==> config.mk <==
export PLATFORM = sky130hd
export DESIGN_NAME = lzdec_oq_flat
export DESIGN_NICKNAME = d
export VERILOG_FILES = /design/src/hdl/lzdec_pkg.sv /design/src/hdl/lzdec_if.sv /design/src/hdl/lzdec_oq.sv /design/src/flat_wrapper.sv
export SDC_FILE = /design/constraint.sdc
export NUM_CORES = 1
export LEC_CHECK = 0
export BUFFER_PORTS_ARGS = -buffer_cell sky130_fd_sc_hd__buf_2
export CAP_MARGIN = 20
export CORE_MARGIN = 2
export CORE_UTILIZATION = 52
export CTS_CLUSTER_SIZE = 24
export DETAILED_ROUTE_END_ITERATION = 8
export PLACE_DENSITY = 0.8
export SLEW_MARGIN = 5
export SYNTH_ARGS = -nofsm -noshare
export SYNTH_HDL_FRONTEND = slang
export SYNTH_SLANG_ARGS = --single-unit
==> constraint.sdc <==
create_clock -name clk -period 3.6 [get_ports clk]
set_input_delay 0.18 -clock clk [delete_from_list [all_inputs] [get_ports clk]]
set_output_delay 0.18 -clock clk [all_outputs]
set_load 0.005 [all_outputs]
==> src/hdl/lzdec_pkg.sv <==
`default_nettype none
// ----------------------------------------------------------------------------
// lzdec_pkg
// Shared constants and types for the LZSS 4 KiB window decoder.
// ----------------------------------------------------------------------------
package lzdec_pkg;

  localparam int WINDOW_SIZE = 4096;
  localparam int WIN_AW      = $clog2(WINDOW_SIZE);
  localparam int LEN_BIAS    = 3;
  // remaining-byte counter: holds match length minus one (2..17)
  localparam int CNT_W       = 5;
  localparam int FLAG_BITS   = 8;
  localparam int BLEFT_W     = 4;

  typedef logic [WIN_AW-1:0] win_addr_t;

  typedef struct packed {
    logic [7:0] data;
    logic       err;
    logic       last;
  } res_t;

  typedef struct packed {
    logic       en;
    logic [7:0] data;
  } hist_wr_t;

endpackage : lzdec_pkg
`default_nettype wire

==> src/hdl/lzdec_if.sv <==
`default_nettype none


interface lzdec_out_if;
  logic       valid;
  logic       ready;
  logic [7:0] out_byte;
  logic       is_error;
  logic       run_last;

  modport source (output valid, output out_byte, output is_error, output run_last,
                  input ready);
  modport sink   (input valid, input out_byte, input is_error, input run_last,
                  output ready);
endinterface : lzdec_out_if
`default_nettype wire

==> src/hdl/lzdec_oq.sv <==
`default_nettype none
// ----------------------------------------------------------------------------
// lzdec_oq
// Two-word result queue that drives the output channel.
// ----------------------------------------------------------------------------
module lzdec_oq
  import lzdec_pkg::*;
(
  input  wire logic  clk,
  input  wire logic  rst_n,
  input  wire logic  push,
  input  wire res_t  push_word,
  output      logic  pop,
  output      logic [1:0] occ,
  lzdec_out_if.source out_chan
);

  res_t       ent [2];
  logic       rptr_r;
  logic       wptr_r;
  logic [1:0] cnt_r;
  logic [1:0] cnt_nxt;

  assign out_chan.valid    = (cnt_r != 2'd0);
  assign out_chan.out_byte = ent[rptr_r].data;
  assign out_chan.is_error = ent[rptr_r].err;
  assign out_chan.run_last = ent[rptr_r].last;
  assign pop = out_chan.valid && out_chan.ready;
  assign occ = cnt_r;

  always_comb begin
    cnt_nxt = cnt_r + 2'(push) - 2'(pop);
  end

  always_ff @(posedge clk) begin
    if (push) begin
      ent[wptr_r] <= push_word;
    end
  end

  always_ff @(posedge clk) begin
    if (!rst_n) begin
      rptr_r <= 1'b0;
      wptr_r <= 1'b0;
      cnt_r  <= 2'd0;
    end else begin
      if (push) begin
        wptr_r <= ~wptr_r;
      end
      if (pop) begin
        rptr_r <= ~rptr_r;
      end
      cnt_r <= cnt_nxt;
    end
  end

endmodule : lzdec_oq
`default_nettype wire

==> src/flat_wrapper.sv <==
// flat-port wrapper written by rule: the top's interface ports become plain ports
module lzdec_oq_flat import lzdec_pkg::*;
  (clk, rst_n, push, push_word, pop, occ, out_chan_valid, out_chan_out_byte, out_chan_is_error, out_chan_run_last, out_chan_ready);
  lzdec_out_if out_chan_i ();
  input  wire logic clk;
  input  wire logic rst_n;
  input  wire logic push;
  input  wire res_t push_word;
  output      logic pop;
  output      logic [1:0] occ;
  output wire logic [$bits(out_chan_i.valid)-1:0] out_chan_valid;
  output wire logic [$bits(out_chan_i.out_byte)-1:0] out_chan_out_byte;
  output wire logic [$bits(out_chan_i.is_error)-1:0] out_chan_is_error;
  output wire logic [$bits(out_chan_i.run_last)-1:0] out_chan_run_last;
  input wire logic [$bits(out_chan_i.ready)-1:0] out_chan_ready;
  assign out_chan_valid = out_chan_i.valid;
  assign out_chan_out_byte = out_chan_i.out_byte;
  assign out_chan_is_error = out_chan_i.is_error;
  assign out_chan_run_last = out_chan_i.run_last;
  assign out_chan_i.ready = out_chan_ready;
  lzdec_oq u_core (.clk(clk), .rst_n(rst_n), .push(push), .push_word(push_word), .pop(pop), .occ(occ), .out_chan(out_chan_i));
endmodule
# == Word-level counts from Yosys, hierarchy flattened ==
# Memory sizes are Yosys's and may differ from the RTL's. A register that Yosys moved wholly into a read port is not among the register bits.
# Cells that the tools add are included.
# totals
input_bits,14
output_inout_bits,14
ramBits,20
word_cells,14
memories,1
reg_bits,4
# classes
mux,4
bitwise_logic,2
reduce_logical,2
addsub,2
# memory_table
name,depth,width,read_ports,rd_ports_with_merged_regs,wr,line,rtl
u_core.ent,2,10,1,1,1,lzdec_oq.sv:18,res_t ent [2];
# op_table
cell,count
$mux W1,4
$add A2 B1 Y2,1
$not A1 Y1,2
$reduce_bool A2 Y1,1
$sub A2 B1 Y2,1
$logic_and A1 B1 Y1,1

# == Longest topological paths before layout ==
# logic_depth
word_depth,4
ltp_mapped,6
depth_no_buf,6

# == Least setup slack after synthesis ==
# Ideal clock, no wire load.
# synth_timing
path_kind,register to register
from,"reg u_core.cnt_r[1], in the netlist u_core.occ[1]"
to,"reg u_core.cnt_r[1], in the netlist u_core.occ[1]"
setup_ns,0.062
arrival_time_ns,1.353
path_buffers,0
path_slack_ns,2.185
period_less_slack_ns,1.415
path_stages_with_launch,7
required_time_ns,3.538
path_cell_list,dfxtp_1 o21a_2 ha_1 inv_1 ha_1 xnor3_1 nor2b_2
# synth_between
elab_chain_len,3
word_cells_on_any_way,4
cone_classes,2 x add/sub; 2 x reduce/logical
# synth_rtl
element,line,rtl
from (decl),lzdec_oq.sv:21,logic [1:0] cnt_r;
from (signal assigned),lzdec_oq.sv:53,cnt_r <= cnt_nxt;
$reduce_bool A2 Y1,lzdec_oq.sv:24,assign out_chan.valid = (cnt_r != 2'd0);
$logic_and A1 B1 Y1,lzdec_oq.sv:28,assign pop = out_chan.valid && out_chan.ready;
net pop,flat_wrapper.sv:9,output logic pop;
$sub A2 B1 Y2,lzdec_oq.sv:32,cnt_nxt = cnt_r + 2'(push) - 2'(pop);
# The timed path passes the listed nets, and every way through them passes these cells.
# A chain may end at the register's enable or synchronous reset.

==> reports/metrics.cfg <==
[synth]
syn-cell-area_um2=959.7
ys_seq_area_share_pct=73.01
ys_seq_elements=25
synth_nets=69
synth-main-ff-cell=edfxtp_1
ys_top_cells_by_count=edfxtp_1, mux2_2, dfxtp_1
synth.most_common_cell=edfxtp_1
synth_area_leaders=edfxtp_1, mux2_2, dfxtp_1
syn_inst=53
synth.distinct_cells=16
synth-edff-count=20
synth_top_cell_by_area=edfxtp_1
synth_top_area_share_pct=62.58
async_reset_ff_share_pct=0
yosysWarnings=0
avgSynthCellArea_um2=18.11

[final_layout]
n_antenna_cell=0
instances_no_fill=108
fillCellCount=138
finish.net_count=100
syn2layout_area_growth_pct=19.56
fin_area_um2=1147
drive_gt1_share_pct=51.81

[critical_path]
required_ns=3.42
r2r-start=u_core.occ[1]$_SDFF_PN0_
crit_chain=mux2_2 -> buf_2
critPathKind=flip-flop to primary output
critPathSlowestCell=dfxtp_1
crit_end=out_chan_out_byte[4]
start_kind=flip-flop
rr_worst_depth=6
path_max_fanout=10
crit_path_end_kind=primary output
worstPathArrival_ns=1.43
rr_endpoint=u_core.occ[1]$_SDFF_PN0_
ff2ff_setup_slack_ns=2.08
slowest_delay_ns=0.62

[floorplanning]
core_um2=1727
fp-row-count=15
die_h_um=46.96
initial_core_util_pct=55.58
io_pins=28
dieArea_um2=2205
die_w_um=46.96

[placed_design]
place_inst=104
dpl_cell_area_um2=1121
hpwlAfterDp_um=1158
place_congestion=0.6622
portBuffers=27

[drt]
drc=0
wl_met2_um=875
drtIter0Drc=3
via_per_inst=4.870
topRoutingLayerUsed=met4
firstDrtPassIters=2
wl_met1_um=562
antenna_left=0
wl_per_cell_um=13.97
num_vias=526
wl_met3_um=62
wl_um=1509

[timing]
rsz0062_at_grt=false
hold_ws_ns=0.05996
setup_tns_ns=0
worst_slew_pin_slew_ns=0.9266
min_period_over_period_pct=44.80
fmaxAchievable_mhz=620.0
finalClockSkew_ns=0.002157
maxSlewViolCount=0
final_hold_viol_count=0
final-setup-viol-count=0
maxSlewHeadroom_pct=38.10
fin_crit_ns=1.613

[pwr]
pwr_density_cell_nw_per_um2=588.5
vdd_ir_drop_max_uv=357.2
p_leak_nw=0.4619

[job]
maxCapViolations=0

[hold_path]
min_path_type=input pin to flip-flop

[clock_network]
cts_tree=done
clock_latency_ns=0.30
root_buffer=clkbuf_4
clock_path_buffers=2
cts_sinks=25
ctsHtreeMaxLevel=1
post_cts_buffers=0
clkTransAtPathRegs_ns=0.12
post_cts_resize_count=0
postCtsHoldBufs=0
cts_buffers=3

[global_routing]
antenna_found_initial=0
grt_use_total_pct=16.03
grt_max_degree=14
grt_pass1_wl_um=2297
gr-total-overflow=0
grt_pass1_vias=528

[run_status]
status=finished, final reports clean

==> metrics by stage <==
stage | utilization, % | setup WS, ns | power, mW
after detailed placement | 64.93 | 2.096 | 0.5698
after global placement | 64.93 | 2.137 | 0.5542
after floorplan | - | 2.185 | 0.4946
final | 66.45 | 1.987 | 0.6752
after global routing | 66.45 | 1.883 | 0.7217
after CTS | 66.45 | 1.964 | 0.6835
==> worst min path at each step <==
stage            startpoint                          to  slack (ns)  cells after the start
6_report       push_word[4]  u_core.ent[1][4]$_DFFE_PP_        0.06                      1
5_1_grt        push_word[4]  u_core.ent[1][4]$_DFFE_PP_        0.04                      1
4_1_cts        push_word[9]  u_core.ent[0][9]$_DFFE_PP_        0.05                      1
3_5_place_dp   push_word[9]  u_core.ent[1][9]$_DFFE_PP_        0.37                      1
3_3_place_gp   push_word[5]  u_core.ent[0][5]$_DFFE_PP_        0.37                      1
2_1_floorplan  push_word[0]  u_core.ent[0][0]$_DFFE_PP_        0.28                      0
==> kinds of logic after synthesis <==
group           count (synthesis)  synth area share (%)
fa+ha+maj                       2                 2.607
compound gates                  2                 1.695
flops                          25                 73.01
buf+inv                         3                 1.304
mux                            12                 13.82
simple gates                    8                 5.215
xor+xnor                        1                 2.347
==> power by group <==
group	internal, mW	total, mW	switching [mW]	leakage, nW
Sequential	0.344	0.372	0.0285	0.229
Clock	0.0431	0.116	0.0729	0.0150
Combinational	0.116	0.187	0.0713	0.218
Total	0.503	0.675	0.173	0.462
==> metal layers <==
metal	vias to the layer above	track usage (%)
met2	14	30.14
met3	2	3.846
met4	0	6.667
met1	257	16.92
met5	-	0
li1	253	-
==> state kept, by name, summed over array words and instances (netlist names), named ones only <==
| signal | flops |
|---|---|
| u_core.ent | 20 |
| u_core.occ | 2 |
| u_core.rptr_r | 1 |
| u_core.wptr_r | 1 |
==> cells in the final DEF, fill, tap and decap left out <==
cell type / n
dfxtp_1: 5
nor2b_2: 1
or2_2: 1
edfxtp_1: 20
nand2b_1: 1
mux2i_1: 2
nand2_1: 1
xnor3_1: 1
o21a_2: 1
clkbuf_1: 1
ha_1: 2
o21a_1: 1
and2_1: 2
nor2b_1: 2
buf_2: 27
mux2_2: 10
clkbuf_4: 3
inv_1: 2
==> critical path, delay by kind of cell (launching register included) <==
kind | cells | cell delay [ns]
multiplexers | 1 | 0.39
buffers and inverters | 1 | 0.13
flip-flops | 1 | 0.62
==> final cells by class <==
cell class                 instances  area [um2]  area share, %
clock buffer                       4       26.28          2.290
inverter                           2       7.507         0.6543
timing repair buffer              27       135.1          11.78
tap                               25       31.28          2.726
sequential                        25       700.7          61.07
multi-input combinational         25       246.5          21.48
Note: power is estimated with default switching activity, not from simulation.
